===== src/rtl/i2cm_pkg.sv =====
// Shared types for the I2C master byte engine.
`default_nettype none
package i2cm_pkg;

  typedef enum logic [2:0] {
    CMD_IDLE  = 3'd0,
    CMD_START = 3'd1,
    CMD_STOP  = 3'd2,
    CMD_WRITE = 3'd3,
    CMD_READ  = 3'd4
  } cmd_e;

  localparam logic [15:0] HalfReset = 16'd30;
  // last phase group of a byte command (ack clock)
  localparam logic [3:0] LastGrp = 4'd8;

  // engine state; phase index = grp * 3 + sub
  typedef struct packed {
    cmd_e        cmd;
    logic [3:0]  grp;
    logic [1:0]  sub;
    logic [15:0] tick;
    logic [7:0]  shift;
    logic        ack_to_send;
    logic        scl;
    logic        sda;
    logic        ack_flag;
    logic [7:0]  read_result;
  } state_t;

  typedef struct packed {
    logic       scl_pull_low;
    logic       sda_pull_low;
    logic       busy_res;
    logic       done_res;
    logic       ack_received;
    logic [7:0] read_byte;
  } res_t;

endpackage
`default_nettype wire


===== src/rtl/i2cm_step.sv =====
// Next-state and per-tick result logic of the I2C master byte engine.
`default_nettype none
module i2cm_step (
  input  var i2cm_pkg::state_t state_i,
  input  wire logic [15:0]     half_i,
  input  wire logic [2:0]      opcode_i,
  input  wire logic [7:0]      write_byte_i,
  input  wire logic            send_ack_i,
  input  wire logic            sda_level_i,
  output i2cm_pkg::state_t     state_o,
  output i2cm_pkg::res_t       res_o
);

  // line drives on entering a phase: returns {scl, sda}
  function automatic logic [1:0] enter_phase(input i2cm_pkg::cmd_e cmd,
                                             input logic [3:0] grp,
                                             input logic [1:0] sub,
                                             input logic [7:0] shift,
                                             input logic ack_to_send,
                                             input logic scl,
                                             input logic sda);
    logic s_scl;
    logic s_sda;
    s_scl = scl;
    s_sda = sda;
    unique case (cmd)
      i2cm_pkg::CMD_START: begin
        if (sub == 2'd0) begin
          s_sda = 1'b0;
          s_scl = 1'b0;
        end else if (sub == 2'd1) s_sda = 1'b1;
        else s_scl = 1'b1;
      end
      i2cm_pkg::CMD_STOP: begin
        if (sub == 2'd0) s_sda = 1'b1;
        else if (sub == 2'd1) s_scl = 1'b0;
        else s_sda = 1'b0;
      end
      i2cm_pkg::CMD_WRITE, i2cm_pkg::CMD_READ: begin
        if (sub == 2'd0) begin
          if (grp == i2cm_pkg::LastGrp) begin
            s_sda = (cmd == i2cm_pkg::CMD_READ) ? ack_to_send : 1'b0;
          end else if (cmd == i2cm_pkg::CMD_WRITE) begin
            s_sda = ~shift[~grp[2:0]];   // MSB first
          end else if (grp == 4'd0) begin
            s_sda = 1'b0;
          end
        end else if (sub == 2'd1) s_scl = 1'b0;
        else s_scl = 1'b1;
      end
      default: ;
    endcase
    return {s_scl, s_sda};
  endfunction

  logic [15:0]      half_eff;
  logic [15:0]      tick_inc;
  logic             is_byte_cmd;
  logic             last_phase;
  logic             scl_out;
  logic             sda_out;
  logic             done;
  i2cm_pkg::state_t s;

  assign half_eff = (half_i == 16'd0) ? 16'd1 : half_i;

  always_comb begin
    s = state_i;
    done = 1'b0;

    if (s.cmd == i2cm_pkg::CMD_IDLE &&
        (opcode_i == i2cm_pkg::CMD_START || opcode_i == i2cm_pkg::CMD_STOP ||
         opcode_i == i2cm_pkg::CMD_WRITE || opcode_i == i2cm_pkg::CMD_READ)) begin
      s.cmd  = i2cm_pkg::cmd_e'(opcode_i);
      s.grp  = 4'd0;
      s.sub  = 2'd0;
      s.tick = 16'd0;
      if (opcode_i == i2cm_pkg::CMD_WRITE) s.shift = write_byte_i;
      else if (opcode_i == i2cm_pkg::CMD_READ) begin
        s.shift       = 8'd0;
        s.ack_to_send = send_ack_i;
      end
      {s.scl, s.sda} = enter_phase(s.cmd, s.grp, s.sub, s.shift, s.ack_to_send,
                                   s.scl, s.sda);
    end

    scl_out = s.scl;
    sda_out = s.sda;

    is_byte_cmd = (s.cmd == i2cm_pkg::CMD_WRITE) || (s.cmd == i2cm_pkg::CMD_READ);
    last_phase  = (s.sub == 2'd2) && (s.grp == (is_byte_cmd ? i2cm_pkg::LastGrp : 4'd0));
    tick_inc    = s.tick + 16'd1;

    if (s.cmd != i2cm_pkg::CMD_IDLE) begin
      s.tick = tick_inc;
      if (tick_inc >= half_eff) begin
        // sample on the last tick of the SCL-high data/ack phase
        if (s.sub == 2'd1) begin
          if (s.cmd == i2cm_pkg::CMD_WRITE && s.grp == i2cm_pkg::LastGrp) begin
            s.ack_flag = ~sda_level_i;
          end else if (s.cmd == i2cm_pkg::CMD_READ && s.grp < i2cm_pkg::LastGrp) begin
            s.shift[~s.grp[2:0]] = sda_level_i;
          end
        end
        s.tick = 16'd0;
        if (last_phase) begin
          if (s.cmd == i2cm_pkg::CMD_READ) begin
            s.sda         = 1'b0;
            s.read_result = s.shift;
          end
          s.cmd = i2cm_pkg::CMD_IDLE;
          s.grp = 4'd0;
          s.sub = 2'd0;
          done  = 1'b1;
        end else begin
          if (s.sub == 2'd2) begin
            s.sub = 2'd0;
            s.grp = s.grp + 4'd1;
          end else begin
            s.sub = s.sub + 2'd1;
          end
          {s.scl, s.sda} = enter_phase(s.cmd, s.grp, s.sub, s.shift, s.ack_to_send,
                                       s.scl, s.sda);
        end
      end
    end
  end

  assign state_o = s;

  always_comb begin
    res_o.scl_pull_low = scl_out;
    res_o.sda_pull_low = sda_out;
    res_o.busy_res     = (s.cmd != i2cm_pkg::CMD_IDLE);
    res_o.done_res     = done;
    res_o.ack_received = s.ack_flag;
    res_o.read_byte    = s.read_result;
  end

endmodule
`default_nettype wire


===== src/rtl/i2c_master_byte_engine_core.sv =====
// Top level of the I2C master byte engine: state, config and result registers.
`default_nettype none
// Each accepted item is one bus tick and yields exactly one result item in the
// next cycle. Throughput is one item per clock: the engine state advances in a
// single combinational pass between the state register and the result register,
// and a new item is taken whenever the result register is empty or being
// drained in the same cycle. START and STOP last 3 phases, WRITE and READ 27,
// each phase half_period_ticks items long (0 counts as 1). Commands arriving
// while busy are dropped. The half period register is written via cfg_we_i.
module i2c_master_byte_engine_core (
  input  wire logic        clk_i,
  input  wire logic        rst_ni,
  input  wire logic        cfg_we_i,
  input  wire logic [15:0] cfg_wdata_i,
  input  wire logic        in_valid_i,
  output logic             in_ready_o,
  input  wire logic [2:0]  opcode_i,
  input  wire logic [7:0]  write_byte_i,
  input  wire logic        send_ack_i,
  input  wire logic        sda_level_i,
  output logic             out_valid_o,
  input  wire logic        out_ready_i,
  output logic             scl_pull_low_o,
  output logic             sda_pull_low_o,
  output logic             busy_res_o,
  output logic             done_res_o,
  output logic             ack_received_o,
  output logic [7:0]       read_byte_o
);

  logic [15:0]      half_q;
  i2cm_pkg::state_t state_q;
  i2cm_pkg::state_t state_d;
  i2cm_pkg::res_t   res_d;
  i2cm_pkg::res_t   res_q;
  logic             out_valid_q;
  logic             in_accept;

  assign in_ready_o = ~out_valid_q | out_ready_i;
  assign in_accept  = in_valid_i & in_ready_o;

  i2cm_step u_step (
    .state_i      (state_q),
    .half_i       (half_q),
    .opcode_i     (opcode_i),
    .write_byte_i (write_byte_i),
    .send_ack_i   (send_ack_i),
    .sda_level_i  (sda_level_i),
    .state_o      (state_d),
    .res_o        (res_d)
  );

  always_ff @(posedge clk_i or negedge rst_ni) begin
    if (!rst_ni) begin
      half_q <= i2cm_pkg::HalfReset;
    end else if (cfg_we_i) begin
      half_q <= cfg_wdata_i;
    end
  end

  // all-zero state is the idle engine
  always_ff @(posedge clk_i or negedge rst_ni) begin
    if (!rst_ni) begin
      state_q             <= '0;
      out_valid_q         <= 1'b0;
    end else begin
      if (in_accept) state_q <= state_d;
      if (in_accept) out_valid_q <= 1'b1;
      else if (out_ready_i) out_valid_q <= 1'b0;
    end
  end

  always_ff @(posedge clk_i) begin
    if (in_accept) res_q <= res_d;
  end

  assign out_valid_o    = out_valid_q;
  assign scl_pull_low_o = res_q.scl_pull_low;
  assign sda_pull_low_o = res_q.sda_pull_low;
  assign busy_res_o     = res_q.busy_res;
  assign done_res_o     = res_q.done_res;
  assign ack_received_o = res_q.ack_received;
  assign read_byte_o    = res_q.read_byte;

`ifndef SYNTHESIS
  // a completing item never reports busy
  a_done_not_busy: assert property (@(posedge clk_i) disable iff (!rst_ni)
    out_valid_o && done_res_o |-> !busy_res_o)
    else $error("done with busy set");

  // idle engine sits at phase zero
  a_idle_phase0: assert property (@(posedge clk_i) disable iff (!rst_ni)
    state_q.cmd == i2cm_pkg::CMD_IDLE |-> state_q.grp == 4'd0 && state_q.sub == 2'd0)
    else $error("idle with nonzero phase");

  // phase counters stay within the 27-phase frame
  a_phase_range: assert property (@(posedge clk_i) disable iff (!rst_ni)
    state_q.grp <= i2cm_pkg::LastGrp && state_q.sub != 2'd3)
    else $error("phase out of range");

  // an accepted item always shows up as a result next cycle
  a_accept_result: assert property (@(posedge clk_i) disable iff (!rst_ni)
    in_accept |=> out_valid_o)
    else $error("item accepted without result");
`endif

endmodule
`default_nettype wire


===== config.mk =====
export PLATFORM = sky130hd
export DESIGN_NAME = i2c_master_byte_engine_core
export DESIGN_NICKNAME = d
export VERILOG_FILES = /design/src/rtl/i2cm_pkg.sv /design/src/rtl/i2cm_step.sv /design/src/rtl/i2c_master_byte_engine_core.sv
export SDC_FILE = /design/constraint.sdc
export NUM_CORES = 1
export LEC_CHECK = 0
export BUFFER_PORTS_ARGS = -buffer_cell sky130_fd_sc_hd__buf_2
export CAP_MARGIN = 20
export CORE_ASPECT_RATIO = 2
export CORE_MARGIN = 3
export CORE_UTILIZATION = 60
export DETAILED_ROUTE_END_ITERATION = 8
export PLACE_DENSITY = 0.87
export SLEW_MARGIN = 20
export SYNTH_ARGS = -nofsm -noshare
export SYNTH_HDL_FRONTEND = slang
export SYNTH_SLANG_ARGS = --single-unit

===== constraint.sdc =====
create_clock -name clk_i -period 9.1 [get_ports clk_i]
set_input_delay 0.91 -clock clk_i [delete_from_list [all_inputs] [get_ports clk_i]]
set_output_delay 0.91 -clock clk_i [all_outputs]
set_load 0.1 [all_outputs]

==> run summary, run 1 <==
Multiplexer area fraction after synthesis = 3.494%
Slew @ Worst Pin = 999.9 ps
Total power = 1.180 mW
Most numerous cell in the Yosys netlist = nand2_1
Nets = 638
Placed Cells = 670
Worst slack, placed = 3088 ps
Area growth from synthesis to layout = 11.25%
# fillers = 630
Asr flop ratio synth = 82.67%
Die Area = 9298 sq um
CP Capture Type = flop
Antenna diodes = 0
Die W = 69.70 um
Vias in the first global route = 4538
PwrDens = 217.8 nW/um^2
Setup Buffers After CTS = 0
DR iter-0 viols = 335
Delay-heaviest family, CP = simple AND/OR/NAND/NOR gates
Remaining global-route overflow = 0
Top FF cell, synth = dfrtp_1
Max-cap viol count = 0
WL/cell = 18.84 um
Multi-input gate area = 2676 sq um
Final Util = 69.73%
Via count = 4450
Seq/Total Area, Yosys = 39.98%
Initial antenna violation count = 0
Slew HR = 33.34%
Simple-gate share of the synthesized area = 23.66%
Largest net degree at the start of global routing = 63
Dpl hpwl = 9536 um
Register area = 1947 sq um
Largest family of logic cells by synthesized area = simple AND/OR/NAND/NOR gates
Antenna-violating nets left = 0
Row cnt = 45
Setup_tns = 0 ps
Crit-path max FO = 17
Post-synthesis cell area = 4870 sq um
Post-synthesis compound-gate area fraction = 20.38%
Unique cell type count in the Yosys netlist = 73
Max Root-Sink Buffers = 2
Wire length on met3 = 691 um
Metal-1 WL = 4224 um
Crit Path Class = in2reg
CTS root buf = clkbuf_16
CTS clock-pin slew for the worst setup and hold paths = 60 ps
Top Ports = 49
Post-synth top area share = 29.80%
Synth area leaders = dfrtp_1 (30%), edfxtp_1 (8.0%), nand2_1 (6.6%)
Post-synth EDFFs = 13
Yosys top cell by area = dfrtp_1
RD Place Congestion = 0.9341
Post-route setup slack = 3263 ps
Lkg Pwr = 2.335 nW
Setup violators final = 0
Max Clock Skew = 7.988 ps
Fin cells = 686
Worst-Skew Late Latency = 350 ps
Slowest cell delay on critical path = 570 ps
H-tree Lvls = 3
Wire length on met2 = 7125 um
Final Hold Vio Count = 0
Core box area = 7770 sq um
IO Port Bufs = 48
Resize count post-CTS = 0
Outcome = completed
Post-synth top cells = nand2_1 (86), o21ai_0 (62), dfrtp_1 (58)
DRC = 0
Total track usage = 28.61%
Starting Density = 62.67%
Aggregate routed wire length = 12920 um
Area share of fa/ha/maj cells after synthesis = 4.368%
Finished Cell Area = 5418 sq um
Cts bufs inserted = 9
Worst endpoint required time = 9340 ps
Cts hold-fix bufs = 0
Synthesized instance count = 557
Min Hold Slack = 482.5 ps
Share of layout cells above drive strength 1 = 16.39%
Fin crit share = 64.14%
Worst Path Arrival = 6080 ps
Final worst path period need = 5837 ps
Syn nets = 608
#FFs+latches synth = 75
DRT Pass-1 Iters = 8
Average size of a mapped cell = 8.743 sq um
Die Ht = 133.4 um
TritonCTS clock tree = yes
# clock sinks = 75
Area of placed instances = 5090 sq um
Startpoint Class = input port
Unrepaired setup endpoints after global routing = no
Slew Limit Fails = 0
CP Cell Sequence = buf_2 > or3_4 > nand3_1 > and2_1 > ha_1 > nand4_1 > nor3_1 > nand3_1 > xor2_1 > nor2_1 > ha_1 > nand4_1 > nor3_1 > a21o_1 > nand2b_1 > nor2_1 > nand2_1 > o31ai_1
Worst VDD drop = 0.2320 mV
CP max-delay cell = a21o_1
Post-Synth XOR/XNOR Area = 3.058%
Worst Hold Class = reg2reg
Max layer used = met4
CP bufs+invs = 1
FMAX = 171.3 MHz
Via/cell ratio = 6.487
Global-route wire length before repair = 20910 um
YS warnings = 0
-- worst paths after layout --
path | startpoint | to | slack [ps] | depth (start not counted)
max | opcode_i[2] | state_q[41] | 3260 | 18
min | state_q[4] | state_q[4] | 480 | 2
max reg2reg | state_q[42] | state_q[41] | 3330 | 17
min reg2reg | state_q[4] | state_q[4] | 480 | 2
max in group asynchronous | rst_ni | state_q[30] | 7820 | 2
min in group asynchronous | rst_ni | state_q[42] | 730 | 2
-- cell type report --
type	instances	share of cell area (%)
Inverter	21	1.455
Timing Repair Buffer	52	4.988
Clock buffer	10	4.411
Clock inverter	6	1.640
Sequential cell	75	35.94
Multi-Input combinational cell	428	49.40
Tap cell	94	2.171
-- report_power, final --
group	internal (mW)	switching, mW
combinational	0.128	0.218
clock	0.247	0.139
sequential	0.385	0.0629
-- worst register-to-register path: cells and delay by family, from the launching register on --
family                   cells  cell delay (ps)
AND/OR/NAND/NOR             12             3420
AO/OA/AOI/OAI                2              870
flip-flops                   1              620
adder cells (fa/ha/maj)      2              590
XOR/XNOR                     1              160
-- layout by cell type, fill, tap and decap left out, types with 3 or more instances in the layout --
cell	netlist	routed
nor2_1	43	43
nand3_1	16	16
ha_1	17	17
nand2_1	86	86
xor2_1	10	10
edfxtp_1	13	13
nand4_1	4	4
buf_2	8	48
dfrtp_1	58	58
a22o_1	14	14
o2111ai_1	3	3
or3_1	4	4
dfstp_2	4	4
nand2b_1	10	10
nor4_1	6	6
o31ai_1	7	7
and3_1	5	5
and2_1	3	3
o21ai_0	62	62
mux2i_1	8	8
o41ai_1	5	5
nor3b_1	4	4
mux2_2	8	8
inv_1	21	21
a21o_1	6	6
o21a_1	4	4
buf_4	1	4
o211ai_1	5	5
nor3_1	11	11
a211oi_1	5	5
nor2b_1	4	4
clkbuf_16	0	9
a31oi_1	7	7
xnor2_1	7	7
a21oi_1	20	20
-- kinds of logic (layout without fill, tap and decap cells) --
group                    Yosys count  in the layout
AO/OA/AOI/OAI                    155            155
XOR/XNOR                          17             17
adder cells (fa/ha/maj)           17             17
AND/OR/NAND/NOR                  223            223
flip-flops                        75             75
multiplexers                      16             16
buffers and inverters             54             89
-- registers in the layout (all words and copies together), names as in the netlist --
register        cells
read_byte_o         8
sda_pull_low_o      1
busy_res_o          1
ack_received_o      1
out_valid_o         1
done_res_o          1
state_q            45
half_q             16
scl_pull_low_o      1
-- routing by layer --
metal  GRT usage, %  vias to the layer above
met4          20.26                        0
met3          5.816                       68
met2          54.26                      207
met5              0                        -
li1               -                     2074
met1          26.12                     2101
Note: power is estimated with default switching activity, not from simulation.
==> run 2, diff against run 1 <==
--- a/config.mk
+++ b/config.mk
@@ -9,9 +9,9 @@
 export CAP_MARGIN = 20
 export CORE_ASPECT_RATIO = 2
 export CORE_MARGIN = 3
-export CORE_UTILIZATION = 60
+export CORE_UTILIZATION = 54
 export DETAILED_ROUTE_END_ITERATION = 8
-export PLACE_DENSITY = 0.87
+export PLACE_DENSITY = 0.83
 export SLEW_MARGIN = 20
 export SYNTH_ARGS = -nofsm -noshare
 export SYNTH_HDL_FRONTEND = slang
==> constraint.sdc (replaced) <==
create_clock -name clk_i -period 5 [get_ports clk_i]
set_input_delay 0.5 -clock clk_i [delete_from_list [all_inputs] [get_ports clk_i]]
set_output_delay 0.5 -clock clk_i [all_outputs]
set_load 0.1 [all_outputs]
==> run 2 against run 1 <==
Compared with the run above: routed wire length increased by 4.5%; cell area increased by 1.9%; first-iteration DRC count increased by 19%; sequential power increased by 78%; sequential share of layout area decreased by 0.66 points; via count increased by 0.52%; non-clock buffer count increased by 8; critical path type is now reg2reg; largest cell class unchanged.
==> run summary, run 2 (synthesized netlist as in run 1, its figures left out) <==
Max Clock Skew = 7.307 ps
# fillers = 717
FMAX = 222.0 MHz
Max Root-Sink Buffers = 2
Max reg flops = 45
Multi-input gate area = 2676 sq um
Final worst path period need = 4505 ps
Initial antenna violation count = 0
Reg2Reg Setup Slack = 490 ps
Outcome = completed
Sequential power share = 35.7%
CTS clock-pin slew for the worst setup and hold paths = 60 ps
Slew Limit Fails = 0
Via/cell ratio = 6.390
Most used cell, CP = nand3_1
Final Hold Vio Count = 0
Die Area = 10260 sq um
Internal power = 1.468 mW
Worst Reg-to-Reg Cells = 17
Most common cell after layout, fill and taps aside = nand2_1
Min Hold Slack = 325.2 ps
Dpl hpwl = 9983 um
Worst VDD drop = 0.2823 mV
Antenna-violating nets left = 0
Crit-path max FO = 18
R2r endpoint = read_byte_o[3]
Slew HR = 38.06%
Via count = 4473
Share of layout cells above drive strength 1 = 17.50%
Lkg Pwr = 2.396 nW
CP bufs+invs = 1
Fin cells = 700
Global-route wire length before repair = 21850 um
DRC = 0
Crit Path Class = reg2reg
Psw = 0.7643 mW
Nets = 646
Antenna diodes = 0
Startpoint Class = flop
Slew @ Worst Pin = 929.0 ps
Unrepaired setup endpoints after global routing = no
Setup Buffers After CTS = 0
Total track usage = 27.94%
Worst endpoint required time = 5060 ps
CP max-delay cell = dfrtp_1
Fin crit share = 90.11%
Placed Cells = 684
PwrDens = 404.5 nW/um^2
DR iter-0 viols = 397
Worst Hold Class = in2async
Net Sw Frac = 34.24%
Max layer used = met4
Area growth from synthesis to layout = 13.33%
Comb pwr share = 29.7%
Core box area = 8708 sq um
Resize count post-CTS = 0
Die Ht = 140.3 um
CP Capture Type = flop
Die W = 73.15 um
Worst Path Arrival = 4570 ps
Remaining global-route overflow = 0
# clock sinks = 75
Worst-Skew Late Latency = 340 ps
Setup_tns = 0 ps
Metal-1 WL = 4491 um
Aggregate routed wire length = 13510 um
Setup violators final = 0
DRT Pass-1 Iters = 7
Delay-heaviest family, CP = simple AND/OR/NAND/NOR gates
Wire length on met3 = 665 um
CTS root buf = clkbuf_16
Cts hold-fix bufs = 0
Largest reg by FF count = state_q
Reg-to-reg startpoint = state_q[42]
Top Ports = 49
IO Port Bufs = 48
Vias in the first global route = 4570
Largest net degree at the start of global routing = 63
Wire length on met2 = 7481 um
Cts bufs inserted = 9
Clock power share = 34.6%
Final Util = 63.38%
RD Place Congestion = 0.9394
H-tree Lvls = 3
Highest-count cells in the layout ignoring fill and taps = nand2_1 (86), o21ai_0 (62), dfrtp_1 (58)
Slowest cell delay on critical path = 760 ps
Row cnt = 48
CP Cell Sequence = nor3_4 > nand3_1 > and2_1 > ha_1 > nand4_1 > nor3_1 > nand3_1 > xor2_1 > nor2_1 > ha_1 > nand4_1 > nor3_1 > a21o_1 > nand3_1 > buf_4 > nand2_1 > o21ai_0
Max-cap viol count = 0
Register area = 1947 sq um
WL/cell = 19.30 um
Starting Density = 55.92%
TritonCTS clock tree = yes
[run 2: changes by cell type in the layout (fill, tap and decap cells not counted)]
cell,previous run,this run
clkinv_4,1,0
bufinv_16,2,3
buf_4,4,12
clkinvlp_4,2,0
clkbuf_8,1,3
[run 2: through the flow]
step | cell area, sq um | power [mW] | setup WS [ps]
2_1_floorplan | 4870 | 1.262 | 568.4
3_3_place_gp | 5157 | 1.420 | 584.6
3_5_place_dp | 5157 | 1.453 | 427.4
4_1_cts | 5519 | 2.231 | 542.1
5_1_grt | 5519 | 2.344 | 105.0
6_report | 5519 | 2.232 | 494.7
[run 2: power by group through the flow]
stage	registers, mW	clock network [mW]	logic, mW
2_1_floorplan	0.804	0	0.458
3_3_place_gp	0.797	0	0.623
3_5_place_dp	0.804	0	0.649
4_1_cts	0.793	0.781	0.656
5_1_grt	0.806	0.807	0.730
6_report	0.798	0.772	0.663
[run 2: how the worst max path moves through the flow]
| stage | depth (start not counted) | end | start |
|---|---|---|---|
| global placement | 18 | read_byte_o[3] | opcode_i[2] |
| detailed placement | 18 | read_byte_o[3] | opcode_i[2] |
| finish | 17 | read_byte_o[3] | state_q[42] |
| CTS | 17 | read_byte_o[3] | state_q[42] |
| floorplan | 20 | ack_received_o | opcode_i[0] |
| global route | 17 | state_q[38] | state_q[42] |
[run 2: final cells by class]
class,count,area share [%]
multi-input cells,428,48.49
flip-flops and latches,75,35.28
repair buffers,60,5.985
clock buffers,12,4.829
well taps,100,2.267
clock inverters,4,1.723
inverters,21,1.428
[run 2: metal layers]
layer  vias to the layer above  GRT usage [%]
li1                       2096              -
met1                      2110          26.69
met2                       206          50.26
met3                        61          6.250
met4                         0          19.07
met5                         -              0
